<file path="src/pid_controller_step_top_assert.svh">
// Assertion macros used by the PID controller step top level.
`ifndef PID_CONTROLLER_STEP_TOP_ASSERT_SVH
`define PID_CONTROLLER_STEP_TOP_ASSERT_SVH

// Checked only while reset is released.
`define PIDC_ASSERT_RUN(lbl, ck, rn, pr) \
  lbl: assert property (@(posedge ck) disable iff (!rn) pr) \
    else $error("pid_controller_step: check failed");

// Checked on every edge, reset included.
`define PIDC_ASSERT_ALWAYS(lbl, ck, pr) \
  lbl: assert property (@(posedge ck) pr) \
    else $error("pid_controller_step: check failed during reset");

`endif

</file>
<file path="src/pidc_pkg.sv">
// Types and constants for the PID controller step.
`timescale 1ns / 1ps
package pidc_pkg;

  localparam int GAIN_W = 16;
  localparam int ACC_W  = 32;
  localparam int CFG_ADDR_W = 2;

  localparam logic signed [ACC_W-1:0] ACC_MAX = 32'sh7fff_ffff;
  localparam logic signed [ACC_W-1:0] ACC_MIN = 32'sh8000_0000;

  // Configuration register indexes
  localparam logic [CFG_ADDR_W-1:0] CFG_PROP_GAIN  = 2'd0;
  localparam logic [CFG_ADDR_W-1:0] CFG_INTEG_GAIN = 2'd1;
  localparam logic [CFG_ADDR_W-1:0] CFG_DERIV_GAIN = 2'd2;

  // Signed Q8.8 gain set
  typedef struct packed {
    logic signed [GAIN_W-1:0] prop;
    logic signed [GAIN_W-1:0] integ;
    logic signed [GAIN_W-1:0] deriv;
  } pidc_gains_t;

endpackage

</file>
<file path="src/pid_controller_step_top.sv">
// Top level of the fixed-point discrete PID controller step.
`timescale 1ns / 1ps
`include "pid_controller_step_top_assert.svh"
// Usage:
//   Input stream (in_*): one transaction carries a setpoint and a measured
//   sample. Each transaction yields exactly one result transaction on the
//   output stream (out_*): drive, error, updated integral and clip flag.
//   Configuration (cfg_*): write the three Q8.8 gains by index while the
//   block is idle; index 3 is ignored. Gains reset to zero.
//   Results: an accepted transaction is held in the stage A registers, then in
//   the output register, whose valid bit drives out_tvalid.
//   The error, integral update and derivative form the first stage; the three
//   gain multipliers with the sum and saturation form the second stage.
//   Throughput: one transaction per cycle while out_tready holds. The integral and
//   previous-error registers close their loop through one add and clamp per accepted input.
//   Reset (rst_n low, synchronous): clears the integral, the previous
//   error, the gains and both pipeline valids.
//   Receiver stall: the result holds on out_tdata; the first stage keeps
//   taking one more transaction, then in_tready drops until out_tready.
module pid_controller_step_top
  import pidc_pkg::*;
#(
  parameter int SAMPLE_WIDTH   = 16,
  parameter int GAIN_FRAC_BITS = 8
) (
  input  logic                  clk,
  input  logic                  rst_n,
  // in_tdata fields, low bit up: setpoint, measured
  input  logic                  in_tvalid,
  output logic                  in_tready,
  input  logic [((2*SAMPLE_WIDTH+7)/8)*8-1:0] in_tdata,
  // out_tdata fields, low bit up: drive, error_now, integral_now, clipped
  output logic                  out_tvalid,
  input  logic                  out_tready,
  output logic [((SAMPLE_WIDTH+66+7)/8)*8-1:0] out_tdata,
  input  logic                  cfg_we,
  input  logic [CFG_ADDR_W-1:0] cfg_addr,
  input  logic [GAIN_W-1:0]     cfg_wdata
);

  localparam int SW     = SAMPLE_WIDTH;
  localparam int ERR_W  = SW + 1;
  localparam int DER_W  = SW + 2;
  localparam int ISUM_W = ((ERR_W > ACC_W) ? ERR_W : ACC_W) + 1;

  // Gains
  pidc_gains_t gains_r;

  always_ff @(posedge clk) begin
    if (!rst_n) begin
      gains_r <= '0;
    end else if (cfg_we) begin
      unique case (cfg_addr)
        CFG_PROP_GAIN:  gains_r.prop  <= $signed(cfg_wdata);
        CFG_INTEG_GAIN: gains_r.integ <= $signed(cfg_wdata);
        CFG_DERIV_GAIN: gains_r.deriv <= $signed(cfg_wdata);
        default: ; // drop writes to unknown indexes
      endcase
    end
  end

  // Handshake: advance the output register when empty or drained
  logic a_vld_r;
  logic out_vld_r;
  logic adv;
  logic in_acc;

  assign adv       = !out_vld_r || out_tready;
  assign in_tready = !a_vld_r || adv;
  assign in_acc    = in_tvalid && in_tready;

  // Stage A: error, integral update, derivative
  logic signed [SW-1:0]     sp;
  logic signed [SW-1:0]     ms;
  logic signed [ERR_W-1:0]  err_nxt;
  logic signed [DER_W-1:0]  deriv_nxt;
  logic signed [ISUM_W-1:0] isum;
  logic signed [ACC_W-1:0]  integ_nxt;
  logic                     isat_nxt;

  logic signed [ACC_W-1:0]  integ_r;
  logic signed [ERR_W-1:0]  prev_err_r;
  logic signed [ERR_W-1:0]  a_err_r;
  logic signed [DER_W-1:0]  a_deriv_r;
  logic signed [ACC_W-1:0]  a_integ_r;
  logic                     a_isat_r;

  always_comb begin
    sp        = $signed(in_tdata[SW-1:0]);
    ms        = $signed(in_tdata[2*SW-1:SW]);
    err_nxt   = ERR_W'(sp) - ERR_W'(ms);
    deriv_nxt = DER_W'(err_nxt) - DER_W'(prev_err_r);
    isum      = ISUM_W'(integ_r) + ISUM_W'(err_nxt);
    if (isum > ISUM_W'(ACC_MAX)) begin
      integ_nxt = ACC_MAX;
      isat_nxt  = 1'b1;
    end else if (isum < ISUM_W'(ACC_MIN)) begin
      integ_nxt = ACC_MIN;
      isat_nxt  = 1'b1;
    end else begin
      integ_nxt = isum[ACC_W-1:0];
      isat_nxt  = 1'b0;
    end
  end

  always_ff @(posedge clk) begin
    if (!rst_n) begin
      integ_r    <= '0;
      prev_err_r <= '0;
      a_vld_r    <= 1'b0;
    end else begin
      if (in_acc) begin
        integ_r    <= integ_nxt;
        prev_err_r <= err_nxt;
        a_vld_r    <= 1'b1;
      end else if (adv) begin
        a_vld_r    <= 1'b0;
      end
    end
  end

  always_ff @(posedge clk) begin
    if (in_acc) begin
      a_err_r   <= err_nxt;
      a_deriv_r <= deriv_nxt;
      a_integ_r <= integ_nxt;
      a_isat_r  <= isat_nxt;
    end
  end

  // Stage B: drive computation into the output register
  logic                    load_out;
  logic signed [ACC_W-1:0] drive_r;
  logic                    dclip_r;
  logic signed [ERR_W-1:0] o_err_r;
  logic signed [ACC_W-1:0] o_integ_r;
  logic                    o_isat_r;

  assign load_out = a_vld_r && adv;

  pidc_drive #(
    .SAMPLE_WIDTH  (SAMPLE_WIDTH),
    .GAIN_FRAC_BITS(GAIN_FRAC_BITS)
  ) u_drive (
    .clk    (clk),
    .load   (load_out),
    .gains  (gains_r),
    .err    (a_err_r),
    .deriv  (a_deriv_r),
    .integ  (a_integ_r),
    .drive_r(drive_r),
    .clip_r (dclip_r)
  );

  always_ff @(posedge clk) begin
    if (load_out) begin
      o_err_r   <= a_err_r;
      o_integ_r <= a_integ_r;
      o_isat_r  <= a_isat_r;
    end
  end

  always_ff @(posedge clk) begin
    if (!rst_n) begin
      out_vld_r <= 1'b0;
    end else if (adv) begin
      out_vld_r <= a_vld_r;
    end
  end

  assign out_tvalid = out_vld_r;

  always_comb begin
    out_tdata                         = '0;
    out_tdata[ACC_W-1:0]              = drive_r;
    out_tdata[ACC_W+ERR_W-1:ACC_W]    = o_err_r;
    out_tdata[2*ACC_W+ERR_W-1:ACC_W+ERR_W] = o_integ_r;
    out_tdata[2*ACC_W+ERR_W]          = o_isat_r | dclip_r;
  end

  // Checks
  `PIDC_ASSERT_ALWAYS(a_rst_clears, clk, !rst_n |=> (!out_tvalid && !a_vld_r))
  `PIDC_ASSERT_RUN(a_integ_tracks, clk, rst_n, in_acc |=> (a_integ_r == integ_r))
  `PIDC_ASSERT_RUN(a_isat_at_limit, clk, rst_n,
    (a_vld_r && a_isat_r) |-> (a_integ_r == ACC_MAX || a_integ_r == ACC_MIN))
  `PIDC_ASSERT_RUN(a_stage_moves, clk, rst_n, (a_vld_r && adv) |=> out_tvalid)

endmodule

</file>
<file path="src/pidc_drive.sv">
// Drive stage: three gain products, sum, arithmetic shift and saturation.
`timescale 1ns / 1ps
module pidc_drive
  import pidc_pkg::*;
#(
  parameter int SAMPLE_WIDTH   = 16,
  parameter int GAIN_FRAC_BITS = 8
) (
  input  logic                          clk,
  input  logic                          load,
  input  pidc_gains_t                   gains,
  input  logic signed [SAMPLE_WIDTH:0]   err,
  input  logic signed [SAMPLE_WIDTH+1:0] deriv,
  input  logic signed [ACC_W-1:0]       integ,
  output logic signed [ACC_W-1:0]       drive_r,
  output logic                          clip_r
);

  localparam int PE_W  = GAIN_W + SAMPLE_WIDTH + 1;
  localparam int PI_W  = GAIN_W + ACC_W;
  localparam int PD_W  = GAIN_W + SAMPLE_WIDTH + 2;
  localparam int PMAX  = (PI_W > PD_W) ? PI_W : PD_W;
  localparam int SUM_W = PMAX + 2;

  logic signed [PE_W-1:0]  prod_p;
  logic signed [PI_W-1:0]  prod_i;
  logic signed [PD_W-1:0]  prod_d;
  logic signed [SUM_W-1:0] sum;
  logic signed [SUM_W-1:0] shifted;
  logic signed [ACC_W-1:0] drive_nxt;
  logic                    clip_nxt;

  always_comb begin
    prod_p  = gains.prop * err;
    prod_i  = gains.integ * integ;
    prod_d  = gains.deriv * deriv;
    sum     = SUM_W'(prod_p) + SUM_W'(prod_i) + SUM_W'(prod_d);
    shifted = sum >>> GAIN_FRAC_BITS;
    // clamp to the signed 32-bit range
    if (shifted > SUM_W'(ACC_MAX)) begin
      drive_nxt = ACC_MAX;
      clip_nxt  = 1'b1;
    end else if (shifted < SUM_W'(ACC_MIN)) begin
      drive_nxt = ACC_MIN;
      clip_nxt  = 1'b1;
    end else begin
      drive_nxt = shifted[ACC_W-1:0];
      clip_nxt  = 1'b0;
    end
  end

  always_ff @(posedge clk) begin
    if (load) begin
      drive_r <= drive_nxt;
      clip_r  <= clip_nxt;
    end
  end

endmodule
</file>
<file path="config.mk">
export PLATFORM = sky130hd
export DESIGN_NAME = pid_controller_step_top
export DESIGN_NICKNAME = d
export VERILOG_FILES = /design/src/pidc_pkg.sv /design/src/pid_controller_step_top.sv /design/src/pidc_drive.sv
export VERILOG_INCLUDE_DIRS = /design/src /design/src/src
export SDC_FILE = /design/constraint.sdc
export NUM_CORES = 2
export LEC_CHECK = 0
export BUFFER_PORTS_ARGS = -buffer_cell sky130_fd_sc_hd__buf_2
export CORE_MARGIN = 5
export CORE_UTILIZATION = 50
export CTS_CLUSTER_DIAMETER = 100
export DETAILED_ROUTE_END_ITERATION = 8
export PLACE_DENSITY = 0.66
export RECOVER_POWER = 25
export SLEW_MARGIN = 20
export SYNTH_ARGS = -nofsm -noshare
export SYNTH_HDL_FRONTEND = slang
export SYNTH_SLANG_ARGS = --single-unit
</file>
<file path="constraint.sdc">
create_clock -name clk -period 15.9 [get_ports clk]
set_input_delay 1.59 -clock clk [delete_from_list [all_inputs] [get_ports clk]]
set_output_delay 1.59 -clock clk [all_outputs]
set_load 0.02 [all_outputs]
</file>
==> metrics.md <==
| Metric | Value |
|---|---|
| Status | finished with violations |
| Failing checks | max-capacitance violations, max-slew violations |
| Commonest cells in the synthesized netlist | inv_1, fa_1, nand2_1 |
| Routed len/inst | 21.1 um |
| Vias in the first global route | 40,407 |
| Routed vias | 36,626 |
| Final ANT Viol Nets | 0 |
| WP data arrival | 11.56 ns |
| DRC Markers | 0 |
| Die Wd | 335 um |
| CTS HTree Levels | 2 |
| Worst setup path end | u_drive.drive_r[0]$_SDFFCE_PN1P_ |
| Crit path kind | reg -> reg |
| Skew final | 0.0299 ns |
| RSZ-0062 raised after global routing | false |
| Max Slew Vio Count | 72 |
| Area growth from synthesis to layout | 6.23% |
| FMAX | 88.9 MHz |
| Max_slew headroom | -96.2% |
| Clock Latency Late Sink | 0.62 ns |
| Mapped Cells | 5,476 |
| Most used cell, CP | fa_1 |
| Clk buf depth | 3 |
| First-pass GRT wire length | 234,000 um |
| CP Launch Type | flop |
| Max Cap Viol | 2 |
| Ys flop type | edfxtp_1 |
| Final period util | 70.7% |
| Resize count post-CTS | 0 |
| Final Hold Viols | 0 |
| R2R depth | 28 |
| Port Buffer Count | 138 |
| CP top delay family | adder cells |
| Number of flops mapped to enable cells by yosys | 151 |
| GRT busiest layer | met2 |
| Worst-margin pin slew | 2.94 ns |
| Most numerous cell in the Yosys netlist | inv_1 |
| DRT Wirelength | 147,000 um |
| Iter 0 DRT Violations | 2,304 |
| Gr usage total | 27.4% |
| Final net count | 7,143 |
| Worst EP required | 16.21 ns |
| Core Region | 105,000 um2 |
| DP Wirelength | 120,000 um |
| Layout fillers | 9,523 |
| Critical path buffers and inverters | 7 |
| Cell variety after synth | 77 |
| Hold Crit Depth | 0 |
| Peak VDD IR | 452 uV |
| Io pins | 145 |
| Setup TNS | 0 ns |
| Layout cells sized above 1 | 4.94% |
| HP Class | reg -> reg |
| Post-layout minimum cycle time | 11.24 ns |
| Row count | 119 |
| Top post-synthesis cells by area | fa_1, inv_1, edfxtp_1 |
| Crit path depth | 28 |
| CTS Sinks | 250 |
| Die Ht | 335 um |
| Root buf cell | clkbuf_16 |
| Hold Startpoint | a_err_r[7]$_DFFE_PP_ |
| Total CTS buffers | 35 |
| Dpl ws | 4.82 ns |
| Placer Congestion | 0.937 |
| Initial antenna violation count | 12 |
| CTS clk-pin slew, worst paths | 0.06 ns |
| CTS Hold Bufs | 0 |
| Lkg Pwr | 0.0287 uW |
| Top cell type's share of synthesized area | 48.6% |
| Warnings, synthesis | 0 |
| Worst reg-to-reg setup slack | 4.66 ns |
| Worst R2R End | u_drive.drive_r[0]$_SDFFCE_PN1P_ |
| Area leader, netlist | fa_1 |
| Seq cells post-synth | 250 |
| Number of buffers added for setup after CTS | 0 |
| Met3 Use GR | 4.26% |
| Avg Vias per Cell | 5.28 |
| Final WS setup | 4.66 ns |
| TritonRoute pass-1 iters | 5 |
| Met1 Usage GRT | 35.3% |
| Crit path from | gains_r[5]$_SDFFE_PN0P_ |
| Die area | 112,000 um2 |
| CTS tree | yes |
| Largest net degree at the start of global routing | 59 |
| Syn_area_per_cell | 9.64 um2 |
| Critical path's slowest cell | a31oi_4 |
| CP max FO | 32 |
| Initial core utilization | 50.2% |
| Final setup fails | 0 |
| Post-synthesis cell area | 52,800 um2 |
| Crit Reg-Reg Startpoint | gains_r[5]$_SDFFE_PN0P_ |
| Asr flop ratio synth | 0% |
| Sequential area share after synthesis | 12.3% |
| Power Density | 174 nW/um2 |
| GRT overflow | 0 |
| Met2 global-route usage | 45.9% |
| Critical Path Max Stage Delay | 0.92 ns |
| Crit end category | flop |
## cell families (layout without fill, tap and decap cells)
group / count (synthesis) / count (layout) / synth area share (%)
adder cells (fa/ha/maj): 1574 / 1574 / 55.5
other: 1 / 7 / 0.00711
XOR/XNOR: 105 / 105 / 1.74
flip-flops: 250 / 250 / 12.3
buffers and inverters: 1627 / 1688 / 11.7
multiplexers: 2 / 2 / 0.0403
AND/OR/NAND/NOR: 1503 / 1503 / 13.7
AO/OA/AOI/OAI: 414 / 414 / 4.91
## area by class of cell
type / count / area [um2] / share of cell area (%)
Multi-Input combinational cell: 3604 / 40100 / 71.6
Sequential cell: 250 / 6530 / 11.6
Inverter: 1418 / 5330 / 9.50
Tap cell: 1391 / 1740 / 3.10
Timing Repair Buffer: 206 / 1120 / 2.01
Clock buffer: 39 / 912 / 1.63
Clock inverter: 25 / 285 / 0.509
Antenna cell: 1 / 2.50 / 0.00446
## worst reg2reg max path, delay by kind of cell, from the launching register on
| family | cells | cell delay, ns |
|---|---|---|
| simple gates | 5 | 1.64 |
| buf+inv | 7 | 1.39 |
| compound gates | 5 | 2.05 |
| xor+xnor | 1 | 0.17 |
| fa+ha+maj | 10 | 4.82 |
| flops | 1 | 0.84 |
## worst min-delay path by stage
stage,end,slack (ns)
after floorplan,o_isat_r$_DFFE_PP_,0.40
after global placement,o_err_r[7]$_DFFE_PP_,0.43
after detailed placement,o_isat_r$_DFFE_PP_,0.43
after CTS,o_err_r[7]$_DFFE_PP_,0.45
after global routing,o_err_r[7]$_DFFE_PP_,0.47
final,o_err_r[7]$_DFFE_PP_,0.45
## layout by cell type, fill, tap and decap left out, types with 27 or more instances in the layout
cell type / instances
nor2_1: 133
edfxtp_1: 151
and2_1: 491
dfxtp_1: 92
a21oi_1: 145
nor2b_1: 30
nand2b_1: 27
nand2_1: 728
xnor2_1: 72
a21o_1: 41
buf_2: 137
clkbuf_16: 36
xor2_1: 31
fa_1: 1280
buf_4: 45
o21ai_0: 83
ha_1: 293
inv_1: 1416
o21ai_1: 30
## registers in the layout, indices dropped and copies added (netlist names)
register / count
a_integ_r: 32
a_deriv_r: 18
u_drive.drive_r: 32
prev_err_r: 17
gains_r: 48
o_isat_r: 1
a_isat_r: 1
o_integ_r: 32
integ_r: 32
out_tvalid: 1
o_err_r: 17
a_vld_r: 1
a_err_r: 17
u_drive.clip_r: 1
## metrics by stage
stage               cells  utilization (%)  area (um2)  hold slack (ns)  total power (uW)
floorplan            5481                -       52800            0.400              6360
global placement     6868             52.2       54900            0.433              8760
detailed placement   6868             52.2       54900            0.434              8800
CTS                  6932             53.4       56100            0.451              9750
global route         6933             53.3       56100            0.474             10700
finish               6934             53.3       56100            0.452              9740
## per-layer routing
| metal | vias to the layer above | wire length [um] |
|---|---|---|
| met4 | 2 | 8650 |
| met5 | - | 13 |
| met3 | 351 | 9970 |
| li1 | 16077 | - |
| met2 | 1244 | 70800 |
| met1 | 18952 | 57100 |
## power by group
group | internal [uW] | leakage (uW) | switching [uW] | total [uW]
registers | 1040 | 0.00224 | 259 | 1300
logic | 2650 | 0.0258 | 4940 | 7590
clock network | 489 | 0.000584 | 356 | 845
(Power assumes the default switching activity.)
